[src/hw/rtl/i2c_master_register_access_core_macros.svh]
// Assertion macros for the I2C register access RTL.
// Needs clk_i and rst_ni in the scope of each use.
`ifndef I2C_MASTER_REGISTER_ACCESS_CORE_MACROS_SVH
`define I2C_MASTER_REGISTER_ACCESS_CORE_MACROS_SVH

// Same-cycle implication, checked on every rising edge outside reset.
`define I2CRA_ASSERT_IMP(label, ante, cons) \
  label: assert property (@(posedge clk_i) disable iff (!rst_ni) (ante) |-> (cons)) \
    else $error("I2C register access assertion failed");

// Next-cycle implication, checked on every rising edge outside reset.
`define I2CRA_ASSERT_NXT(label, ante, cons) \
  label: assert property (@(posedge clk_i) disable iff (!rst_ni) (ante) |=> (cons)) \
    else $error("I2C register access assertion failed");

`endif

[src/hw/rtl/i2cra_pkg.sv]
// Types shared by the I2C register access core and its channel interfaces.
// No dependencies.
package i2cra_pkg;

  typedef enum logic [1:0] {
    REQ_TICK  = 2'd0,
    REQ_WRITE = 2'd1,
    REQ_READ  = 2'd2,
    REQ_DATA  = 2'd3
  } req_type_e;

  typedef struct packed {
    req_type_e  req_type;
    logic [7:0] device_addr;
    logic [7:0] reg_addr;
    logic [7:0] byte_count;
    logic [7:0] data_byte;
    logic       sda_in;
  } req_item_t;

  typedef struct packed {
    logic       scl_level;
    logic       sda_level;
    logic       busy_res;
    logic       data_request;
    logic [7:0] read_data;
    logic       read_valid;
    logic       read_last;
  } rsp_item_t;

endpackage

[src/hw/rtl/i2cra_if.sv]
// Valid/ready channel interfaces for the I2C register access core.
// Depends on i2cra_pkg for the item types.
interface i2cra_req_if;
  logic                  valid;
  logic                  ready;
  i2cra_pkg::req_item_t  item;

  modport source (output valid, output item, input ready);
  modport sink   (input valid, input item, output ready);
endinterface

interface i2cra_rsp_if;
  logic                  valid;
  logic                  ready;
  i2cra_pkg::rsp_item_t  item;

  modport source (output valid, output item, input ready);
  modport sink   (input valid, input item, output ready);
endinterface

[src/hw/rtl/i2c_master_register_access_core.sv]
// I2C master register access sequencer, top level.
// Depends on i2cra_pkg, the channel interfaces in i2cra_if.sv and the assertion macros.
//
// Usage: every request item on req_i yields exactly one result item on rsp_o. A tick item
// advances the bus sequence by one half-bit phase; the result carries the SCL and SDA levels
// to drive for that phase. A begin-write or begin-read item starts a transaction when the
// block is idle and is ignored otherwise. During a write the block raises data_request and
// waits for a supply item carrying the next byte. During a read each completed byte is
// reported once with read_valid, and the final byte of the transaction also with read_last.
// The slave's acknowledge is clocked but not checked.
// Latency: the result of an item is presented in the cycle after it is accepted.
// Throughput: one item per cycle. All of the sequencing is a short block of logic between
// the state registers and a single result register, so a new item is taken whenever the
// result register is empty or its item is being taken in the same cycle.
// Stalls: when the receiver holds rsp_o.ready low the pending result is held and req_i.ready
// drops until it has gone; the sequencer state does not move meanwhile.
// Reset: asynchronous and active low; both bus lines come up released, the sequencer idle
// and the result register empty.
module i2c_master_register_access_core (
  input  logic              clk_i,
  input  logic              rst_ni,
  i2cra_req_if.sink         req_i,
  i2cra_rsp_if.source       rsp_o
);
  import i2cra_pkg::*;

  `include "i2c_master_register_access_core_macros.svh"

  typedef enum logic [4:0] {
    PH_IDLE   = 5'd0,
    PH_SETUP  = 5'd1,
    PH_ST1    = 5'd2,
    PH_ST2    = 5'd3,
    PH_DEV_LO = 5'd4,
    PH_DEV_HI = 5'd5,
    PH_REG_LO = 5'd6,
    PH_REG_HI = 5'd7,
    PH_WAIT   = 5'd8,
    PH_DAT_LO = 5'd9,
    PH_DAT_HI = 5'd10,
    PH_RS1    = 5'd11,
    PH_RS2    = 5'd12,
    PH_RS3    = 5'd13,
    PH_RS4    = 5'd14,
    PH_RA_LO  = 5'd15,
    PH_RA_HI  = 5'd16,
    PH_RD_LO  = 5'd17,
    PH_RD_HI  = 5'd18,
    PH_AK_LO  = 5'd19,
    PH_AK_HI  = 5'd20,
    PH_P1     = 5'd21,
    PH_P2     = 5'd22,
    PH_P3     = 5'd23
  } phase_e;

  // Eight data slots plus the acknowledge slot per transmitted byte.
  localparam logic [3:0] TxSlots  = 4'd9;
  localparam logic [3:0] ReadBits = 4'd8;

  phase_e     phase_q, phase_d;
  logic [3:0] bit_q, bit_d;
  logic [7:0] shift_q, shift_d;
  logic [7:0] left_q, left_d;
  logic [7:0] dev_q, dev_d;
  logic [7:0] reg_q, reg_d;
  logic       rmode_q, rmode_d;
  logic       scl_q, scl_d;
  logic       sda_q, sda_d;

  rsp_item_t  out_q, out_d;
  logic       out_valid_q;
  logic       accept;

  // Helper values used by several phases.
  logic [3:0] bit_inc;
  logic [7:0] left_dec;
  logic [7:0] rx_shift;
  logic [7:0] tx_shift;
  logic       tx_more;
  logic [7:0] rd_data;
  logic       rd_valid;
  logic       rd_last;

  assign req_i.ready = !out_valid_q || rsp_o.ready;
  assign accept      = req_i.valid && req_i.ready;

  assign bit_inc  = bit_q + 4'd1;
  assign left_dec = left_q - 8'd1;
  assign rx_shift = {shift_q[6:0], req_i.item.sda_in};
  assign tx_shift = {shift_q[6:0], 1'b0};
  // The high phase of a transmit slot moves on to the next slot until the acknowledge
  // slot has been clocked.
  assign tx_more  = bit_inc < TxSlots;

  always_comb begin
    phase_d  = phase_q;
    bit_d    = bit_q;
    shift_d  = shift_q;
    left_d   = left_q;
    dev_d    = dev_q;
    reg_d    = reg_q;
    rmode_d  = rmode_q;
    scl_d    = scl_q;
    sda_d    = sda_q;
    rd_data  = 8'd0;
    rd_valid = 1'b0;
    rd_last  = 1'b0;

    case (req_i.item.req_type)
      REQ_WRITE, REQ_READ: begin
        if (phase_q == PH_IDLE) begin
          dev_d   = req_i.item.device_addr;
          reg_d   = req_i.item.reg_addr;
          left_d  = req_i.item.byte_count;
          rmode_d = (req_i.item.req_type == REQ_READ);
          phase_d = PH_SETUP;
          scl_d   = 1'b1;
          sda_d   = 1'b1;
        end
      end
      REQ_DATA: begin
        if (phase_q == PH_WAIT) begin
          shift_d = req_i.item.data_byte;
          bit_d   = 4'd0;
          phase_d = PH_DAT_LO;
          scl_d   = 1'b0;
          sda_d   = req_i.item.data_byte[7];
        end
      end
      default: begin
        case (phase_q)
          PH_IDLE, PH_WAIT: begin
          end
          PH_SETUP: begin
            phase_d = PH_ST1;
            scl_d   = 1'b1;
            sda_d   = 1'b0;
          end
          PH_ST1: begin
            phase_d = PH_ST2;
            scl_d   = 1'b0;
            sda_d   = 1'b0;
          end
          PH_ST2: begin
            shift_d = dev_q;
            bit_d   = 4'd0;
            phase_d = PH_DEV_LO;
            scl_d   = 1'b0;
            sda_d   = dev_q[7];
          end
          // Low halves of a bit raise SCL and keep SDA as set up.
          PH_DEV_LO, PH_REG_LO, PH_DAT_LO, PH_RA_LO, PH_RD_LO, PH_AK_LO, PH_P1: begin
            phase_d = phase_e'(phase_q + 5'd1);
            scl_d   = 1'b1;
          end
          PH_DEV_HI, PH_REG_HI, PH_DAT_HI, PH_RA_HI: begin
            if (tx_more) begin
              // Next slot: the next data bit, or SDA released for the acknowledge.
              shift_d = tx_shift;
              bit_d   = bit_inc;
              phase_d = phase_e'(phase_q - 5'd1);
              scl_d   = 1'b0;
              sda_d   = (bit_inc < ReadBits) ? shift_q[6] : 1'b1;
            end else begin
              case (phase_q)
                PH_DEV_HI: begin
                  shift_d = reg_q;
                  bit_d   = 4'd0;
                  phase_d = PH_REG_LO;
                  scl_d   = 1'b0;
                  sda_d   = reg_q[7];
                end
                PH_REG_HI: begin
                  scl_d = 1'b0;
                  if (rmode_q) begin
                    phase_d = PH_RS1;
                    sda_d   = 1'b1;
                  end else if (left_q == 8'd0) begin
                    phase_d = PH_P1;
                    sda_d   = 1'b0;
                  end else begin
                    phase_d = PH_WAIT;
                  end
                end
                PH_DAT_HI: begin
                  left_d = left_dec;
                  scl_d  = 1'b0;
                  if (left_dec == 8'd0) begin
                    phase_d = PH_P1;
                    sda_d   = 1'b0;
                  end else begin
                    phase_d = PH_WAIT;
                  end
                end
                default: begin
                  // Read address sent: stop at once or start clocking in data.
                  scl_d = 1'b0;
                  if (left_q == 8'd0) begin
                    phase_d = PH_P1;
                    sda_d   = 1'b0;
                  end else begin
                    shift_d = 8'd0;
                    bit_d   = 4'd0;
                    phase_d = PH_RD_LO;
                    sda_d   = 1'b1;
                  end
                end
              endcase
            end
          end
          PH_RS1: begin
            phase_d = PH_RS2;
            scl_d   = 1'b1;
            sda_d   = 1'b1;
          end
          PH_RS2: begin
            phase_d = PH_RS3;
            scl_d   = 1'b1;
            sda_d   = 1'b0;
          end
          PH_RS3: begin
            phase_d = PH_RS4;
            scl_d   = 1'b0;
            sda_d   = 1'b0;
          end
          PH_RS4: begin
            shift_d = dev_q + 8'd1;
            bit_d   = 4'd0;
            phase_d = PH_RA_LO;
            scl_d   = 1'b0;
            sda_d   = shift_d[7];
          end
          PH_RD_HI: begin
            shift_d = rx_shift;
            bit_d   = bit_inc;
            scl_d   = 1'b0;
            if (bit_inc < ReadBits) begin
              phase_d = PH_RD_LO;
              sda_d   = 1'b1;
            end else begin
              // Byte complete: report it and acknowledge low unless it is the last.
              rd_data  = rx_shift;
              rd_valid = 1'b1;
              rd_last  = (left_q == 8'd1);
              phase_d  = PH_AK_LO;
              sda_d    = rd_last;
            end
          end
          PH_AK_HI: begin
            left_d = left_dec;
            scl_d  = 1'b0;
            if (left_dec == 8'd0) begin
              phase_d = PH_P1;
              sda_d   = 1'b0;
            end else begin
              shift_d = 8'd0;
              bit_d   = 4'd0;
              phase_d = PH_RD_LO;
              sda_d   = 1'b1;
            end
          end
          PH_P2: begin
            phase_d = PH_P3;
            scl_d   = 1'b1;
            sda_d   = 1'b1;
          end
          PH_P3: begin
            phase_d = PH_IDLE;
            scl_d   = 1'b1;
            sda_d   = 1'b1;
          end
          default: begin
            // Unused phase codes fall back to idle with both lines released.
            phase_d = PH_IDLE;
            scl_d   = 1'b1;
            sda_d   = 1'b1;
          end
        endcase
      end
    endcase

    out_d.scl_level    = scl_d;
    out_d.sda_level    = sda_d;
    out_d.busy_res     = (phase_d != PH_IDLE);
    out_d.data_request = (phase_d == PH_WAIT);
    out_d.read_data    = rd_data;
    out_d.read_valid   = rd_valid;
    out_d.read_last    = rd_last;
  end

  always_ff @(posedge clk_i or negedge rst_ni) begin
    if (!rst_ni) begin
      phase_q     <= PH_IDLE;
      bit_q       <= 4'd0;
      shift_q     <= 8'd0;
      left_q      <= 8'd0;
      dev_q       <= 8'd0;
      reg_q       <= 8'd0;
      rmode_q     <= 1'b0;
      scl_q       <= 1'b1;
      sda_q       <= 1'b1;
      out_valid_q <= 1'b0;
    end else begin
      if (accept) begin
        phase_q     <= phase_d;
        bit_q       <= bit_d;
        shift_q     <= shift_d;
        left_q      <= left_d;
        dev_q       <= dev_d;
        reg_q       <= reg_d;
        rmode_q     <= rmode_d;
        scl_q       <= scl_d;
        sda_q       <= sda_d;
        out_valid_q <= 1'b1;
      end else if (rsp_o.ready) begin
        out_valid_q <= 1'b0;
      end
    end
  end

  always_ff @(posedge clk_i) begin
    if (accept) begin
      out_q <= out_d;
    end
  end

  assign rsp_o.valid = out_valid_q;
  assign rsp_o.item  = out_q;

  // A reported read byte always belongs to a transaction still in progress.
  `I2CRA_ASSERT_IMP(a_read_in_txn, out_valid_q && out_q.read_valid, out_q.busy_res)
  // The last-byte mark never appears without a byte.
  `I2CRA_ASSERT_IMP(a_last_has_data, out_valid_q && out_q.read_last, out_q.read_valid)
  // While idle both bus lines are released.
  `I2CRA_ASSERT_IMP(a_idle_released, phase_q == PH_IDLE, scl_q && sda_q)
  // While waiting for a write byte SCL is held low.
  `I2CRA_ASSERT_IMP(a_wait_scl_low, phase_q == PH_WAIT, !scl_q)
  // A begin request taken while idle starts the setup phase.
  `I2CRA_ASSERT_NXT(a_begin_starts,
                    accept && phase_q == PH_IDLE &&
                    (req_i.item.req_type == REQ_WRITE || req_i.item.req_type == REQ_READ),
                    phase_q == PH_SETUP)

endmodule

[src/flat_wrapper.sv]
// flat-port wrapper written by rule: the top's interface ports become plain ports
module i2c_master_register_access_core_flat import i2cra_pkg::*;
  (clk_i, rst_ni, req_i_valid, req_i_item, req_i_ready, rsp_o_valid, rsp_o_item, rsp_o_ready);
  i2cra_req_if req_i_i ();
  i2cra_rsp_if rsp_o_i ();
  input  logic clk_i;
  input  logic rst_ni;
  input wire logic [$bits(req_i_i.valid)-1:0] req_i_valid;
  input wire logic [$bits(req_i_i.item)-1:0] req_i_item;
  output wire logic [$bits(req_i_i.ready)-1:0] req_i_ready;
  output wire logic [$bits(rsp_o_i.valid)-1:0] rsp_o_valid;
  output wire logic [$bits(rsp_o_i.item)-1:0] rsp_o_item;
  input wire logic [$bits(rsp_o_i.ready)-1:0] rsp_o_ready;
  assign req_i_i.valid = req_i_valid;
  assign req_i_i.item = req_i_item;
  assign req_i_ready = req_i_i.ready;
  assign rsp_o_valid = rsp_o_i.valid;
  assign rsp_o_item = rsp_o_i.item;
  assign rsp_o_i.ready = rsp_o_ready;
  i2c_master_register_access_core u_core (.clk_i(clk_i), .rst_ni(rst_ni), .req_i(req_i_i), .rsp_o(rsp_o_i));
endmodule
[config.mk]
export PLATFORM = sky130hd
export DESIGN_NAME = i2c_master_register_access_core_flat
export DESIGN_NICKNAME = d
export VERILOG_FILES = /design/src/hw/rtl/i2cra_pkg.sv /design/src/hw/rtl/i2cra_if.sv /design/src/hw/rtl/i2c_master_register_access_core.sv /design/src/flat_wrapper.sv
export VERILOG_INCLUDE_DIRS = /design/src /design/src/hw/rtl
export SDC_FILE = /design/constraint.sdc
export NUM_CORES = 1
export LEC_CHECK = 0
export BUFFER_PORTS_ARGS = -buffer_cell sky130_fd_sc_hd__buf_4
export CORE_ASPECT_RATIO = 0.9
export CORE_MARGIN = 10
export CORE_UTILIZATION = 50
export CTS_BUF_LIST = sky130_fd_sc_hd__clkbuf_2
export DETAILED_ROUTE_END_ITERATION = 10
export PLACE_DENSITY_LB_ADDON = 0.1
export SKIP_CTS_REPAIR_TIMING = 1
export SYNTH_ARGS = -nofsm -noshare
export SYNTH_HDL_FRONTEND = slang
export SYNTH_SLANG_ARGS = --single-unit
[constraint.sdc]
create_clock -name clk_i -period 3.2 [get_ports clk_i]
set_clock_uncertainty 0.15 [all_clocks]
set_input_delay 0.64 -clock clk_i [delete_from_list [all_inputs] [get_ports clk_i]]
set_output_delay 0.64 -clock clk_i [all_outputs]
set_load 0.1 [all_outputs]
# Word-level counts from Yosys, hierarchy flattened
# Index checks and enable logic that the tools add are counted.
word_totals:
  word_cells: 138
  reg_bits: 58
  input_bits: 39
  output_inout_bits: 16
classes:
  bitwise_logic: 3
  order_cmp: 2
  muxes: 51
  n_reduce_logical: 26
  eq_ne: 34
  n_addsub: 5
op_table:
  columns: ["op", "n"]
  rows:
  - ["5-bit one-hot mux with 13 select lines", 1]
  - ["5-bit by 4-bit equality test with 1-bit output (second input constant)", 9]
  - ["5-bit equality test (second input constant)", 7]
  - ["7-bit one-hot mux with 5 select lines", 1]
  - ["8-bit one-hot mux with 2 select lines", 2]
  - ["5-bit 2-to-1 mux", 6]
  - ["7-bit 2-to-1 mux", 4]
  - ["7-bit one-hot mux with 2 select lines", 2]
  - ["8-bit 2-to-1 mux", 3]
  - ["5-bit by 3-bit equality test with 1-bit output (second input constant)", 4]
  - ["8-bit logical NOT", 2]
  - ["4-bit 2-to-1 mux", 4]
  - ["4-bit one-hot mux with 2 select lines", 2]
  - ["4-bit one-hot mux with 4 select lines", 1]
  - ["1-bit 2-to-1 mux", 15]
  - ["5-bit one-hot mux with 3 select lines", 1]
  - ["7-bit AND reduction", 2]
  - ["4-bit OR reduction", 3]
  - ["5-bit by 2-bit equality test with 1-bit output (second input constant)", 2]
  - ["5-bit one-hot mux with 2 select lines", 1]
  - ["5-bit nonzero test", 2]
  - ["10-bit OR reduction", 1]
  - ["9-bit OR reduction", 1]
  - ["8-bit by 1-bit adder with 8-bit output (second input constant)", 1]
  - ["other kinds (32)", 44]

# Depth between registers and ports, before layout
logic_depth:
  depth_word: 8
  mapped_depth: 12
  mapped_depth_nobuf: 9

# Least setup slack after synthesis
# Ideal clock, no wire load.
synth_timing:
  path_type: "reg-to-reg"
  start: "register u_core.out_valid_q, in the netlist u_core.rsp_o.valid"
  end: "register u_core.dev_q[0]"
  path_stages_with_launch: 7
  arrival_time_ps: 3228
  setup_ps: 125
  period_less_slack_ps: 3503
  n_path_buf: 1
  required_time_ps: 2925
  path_slack_ps: -303
  path_cell_list: "dfrtp_1 nand2b_1 nand2_1 inv_2 nand3_1 buf_2 mux2_2"
synth_between:
  elab_chain_cells: 4
synth_lines:
  columns: ["item", "line", "text"]
  rows:
  - ["from (decl)", "i2c_master_register_access_core.sv:71", "logic out_valid_q;"]
  - ["from (signal assigned)", "i2c_master_register_access_core.sv:302", "out_valid_q <= 1'b0;"]
  - ["from (signal assigned)", "i2c_master_register_access_core.sv:314", "out_valid_q <= 1'b1;"]
  - ["from (signal assigned)", "i2c_master_register_access_core.sv:316", "out_valid_q <= 1'b0;"]
  - ["1-bit logical NOT", "i2c_master_register_access_core.sv:84", "assign req_i.ready = !out_valid_q || rsp_o.ready;"]
  - ["1-bit logical OR", "i2c_master_register_access_core.sv:84", null]
  - ["named net req_i_ready", "flat_wrapper.sv:10", "output wire logic [$bits(req_i_i.ready)-1:0] req_i_ready;"]
  - ["1-bit logical AND", "i2c_master_register_access_core.sv:85", "assign accept = req_i.valid && req_i.ready;"]
  - ["named net u_core.accept", "i2c_master_register_access_core.sv:72", "logic accept;"]
  - ["3-bit AND reduction (no line)", null, null]
  - ["to (signal assigned)", "i2c_master_register_access_core.sv:309", "dev_q <= dev_d;"]
  - ["to (decl)", "i2c_master_register_access_core.sv:64", "logic [7:0] dev_q, dev_d;"]
# The timed path passes the listed nets, and every way through them passes these cells.
# A chain may end at the register's enable or synchronous reset.

==> flow_summary.yaml <==
run_status:
  status: "finished clean"
final_layout:
  diodes: 0
  final-seq-area_um2: 1520
  utilization: 0.616
  multi_input_area_um2: 2550
  final_layout_size_suffix_gt1_frac: 0.294
  syn_to_final_growth_pct: 17.8
  fillers: 728
  layout_common_cells: "buf_4, o21ai_0, nand2_1"
  final_common_cell: "buf_4"
  nets: 596
synthesis:
  yosys-top-cells-area: "dfrtp_1, edfxtp_1, mux2_2, o21ai_0, ha_1"
  synth-seq-cells: 58
  synth_top_family_by_area: "compound AO/OA/AOI/OAI gates"
  yosys.area_share.adder: 0.0439
  synth_top_area_frac: 0.246
  yosysSeqAreaShare: 0.356
  syn_inst: 468
  synth_edf_count: 14
  syn-num-nets: 522
  synth_ff_type: "dfrtp_1"
  synth_mux_area_frac: 0.0629
  synth_compound_area_frac: 0.251
  synthXorXnorAreaFrac: 0.0123
  yosys_warnings: 0
  ys_types: 84
  avgSynthCellArea_um2: 9.14
  async_flop_share: 0.759
  synthSimpleGateAreaFrac: 0.223
  synth_largest_area_cell: "dfrtp_1"
  syn_area_um2: 4280
die:
  dieArea_um2: 12700
  dieWidth_um: 118
  design.portCount: 55
  core_region_area_um2: 8180
  die_y_um: 108
  num_rows: 31
  start_util: 0.523
setup_path:
  r2r_cells: 9
  r2r_setup_slack_ns: 0.14
  cp_slowest_cell: "dfrtp_1"
  critPathTopFamily: "compound AO/OA/AOI/OAI gates"
  crit_path_max_fanout: 6
  end_kind: "flip-flop"
  cp_data_required_time_ns: 3.38
  arrival_ns: 3.24
  path_cells: "inv_1 -> ha_1 -> or2_1 -> a221oi_4 -> a21boi_0 -> a2111oi_4 -> o2111ai_1 -> o31ai_2 -> nor4b_2"
  crit_type: "reg -> reg"
  r2r-start: "u_core.phase_q[1]"
  slowest_delay_ns: 0.47
  worstPathBufferInverterCount: 1
  r2r-end: "u_core.rsp_o.item[10]"
  worstSetupStartpointType: "flip-flop"
global_routing:
  use_met1: 0.271
  met2_usage: 0.293
  grt_overflow: 0
  use_met3: 0.0535
  gr-max-usage-layer: "met2"
  antenna_found_initial: 0
  grt_pass1_vias: 3889
  grt_pass1_wl_um: 20500
  grt_max_degree: 45
  grt_use_total: 0.196
detailed_routing:
  vias: 4104
  ant_nets: 0
  dr.pass1.iters: 6
  viasPerCell: 6.20
  detail_route.wl_per_cell_um: 19.0
  drt_iter0_drc: 437
  wirelength_um: 12600
  drc: 0
pwr:
  power_w: 0.00305
  max-vdd-ir-drop_uv: 341
  powerDensity_nw_per_um2: 605
  p_leak_nw: 2.12
timing:
  relSlewSlack: 0.615
  timing.fmax_mhz: 327
  worst_slew_pin_slew_ns: 0.563
  finalCriticalPeriod_ns: 3.06
  hold_violations: 0
  fin_crit_sh: 0.955
  rsz0062_at_grt: "no"
  setup_violations: 0
  maxSlewViolCount: 0
  tns_ns: 0
place:
  io_buffers: 54
  dpl.hpwl_um: 9470
  gp_congestion: 0.969
clock_tree:
  cts.reportedPaths.clkPinSlew_ns: 0.17
  insertion_delay_ns: 0.50
  cts_sinks: 58
  cts_made_buffers: 9
  cts_root_buf: "clkbuf_2"
  cts.htree.levels: 3
  clk_path_buf_depth: 2
  cts_tree: "yes"
worst_hold_path:
  hp-class: "in -> reg"
  hold_start: "req_i_valid"
  hold_end: "u_core.rsp_o.valid"
  hold_depth: 2
flow_run:
  maxCapViolCount: 0
power by group:
group	total, W	switching, W	internal, W
clock	0.000385	0.000287	0.0000983
sequential	0.00128	0.000274	0.00101
combinational	0.00138	0.000780	0.000598
total	0.00305	0.00134	0.00171
metal layers:
metal | routed length (µm) | vias to the layer above
met5 | 0 | -
met4 | 199 | 0
met3 | 1310 | 22
met2 | 5430 | 212
met1 | 5660 | 1963
li1 | - | 1907
sequential cells by signal, summed over array words and instances (netlist names), 4 cells and up:
name and count:
u_core.reg_q 8, u_core.bit_q 4, u_core.phase_q 5, u_core.dev_q 8
u_core.rsp_o.item 14, u_core.left_q 8, u_core.shift_q 7
worst reg2reg max path, delay by kind of cell, from the launching register on:
kind / cells / cell delay, ns
compound gates: 5 / 1.36
flops: 1 / 0.47
fa+ha+maj: 1 / 0.26
simple gates: 2 / 0.55
buf+inv: 1 / 0.11
cell usage after synthesis (all sizes together), types with 4 or more instances:
library cell / n
o21ai: 50
nand2: 45
dfrtp: 42
nor2: 35
mux2: 23
a21oi: 20
and2: 15
ha: 15
nand3: 15
clkbuf: 14
edfxtp: 14
buf: 13
inv: 13
nor3: 13
nand2b: 8
a221oi: 7
nor4: 7
a21o: 6
and3: 6
nor2b: 6
a211oi: 5
a32o: 5
o22ai: 5
or2: 5
a22oi: 4
a311oi: 4
nor4bb: 4
o2111ai: 4
o211ai: 4
o31ai: 4
xnor2: 4
how the worst max path moves through the flow:
stage	depth (start not counted)	start	to	slack [ns]
after floorplan	6	u_core.rsp_o.valid	u_core.dev_q[0]	0.06
after global placement	9	u_core.left_q[1]	u_core.shift_q[0]	0.23
after detailed placement	8	u_core.bit_q[0]	u_core.rsp_o.item[10]	0.19
after CTS	9	u_core.phase_q[1]	u_core.rsp_o.item[10]	0.13
after global routing	9	u_core.phase_q[1]	u_core.rsp_o.item[10]	0.008
final	9	u_core.phase_q[1]	u_core.rsp_o.item[10]	0.14
stage by stage:
step	area (µm²)	hold slack (ns)	worst slack, ns	cells
after global placement	4930	0.342	0.226	645
final	5040	0.188	0.143	662
after global routing	5040	0.163	0.00800	662
after floorplan	4280	0.194	0.0571	468
after CTS	5020	-0.0356	0.132	661
after detailed placement	4930	0.356	0.189	645
final cells by class:
type	instances	area share
Tap cell	115	0.0286
Timing Repair Buffer	90	0.137
Sequential cell	58	0.303
Multi-Input combinational cell	370	0.505
Clock buffer	10	0.00994
Inverter	13	0.00969
Clock inverter	6	0.00671
kinds of logic (layout without fill, tap and decap cells):
logic type,count (synthesis),count (layout)
AOI/OAI and AO/OA,149,149
xor gates and xnor gates,6,6
adders and majority gates,15,15
buffers and inverters,40,119
DFF,58,58
muxes,24,24
and+or+nand+nor,176,176
No activity file was read; power rests on OpenSTA's default activity.
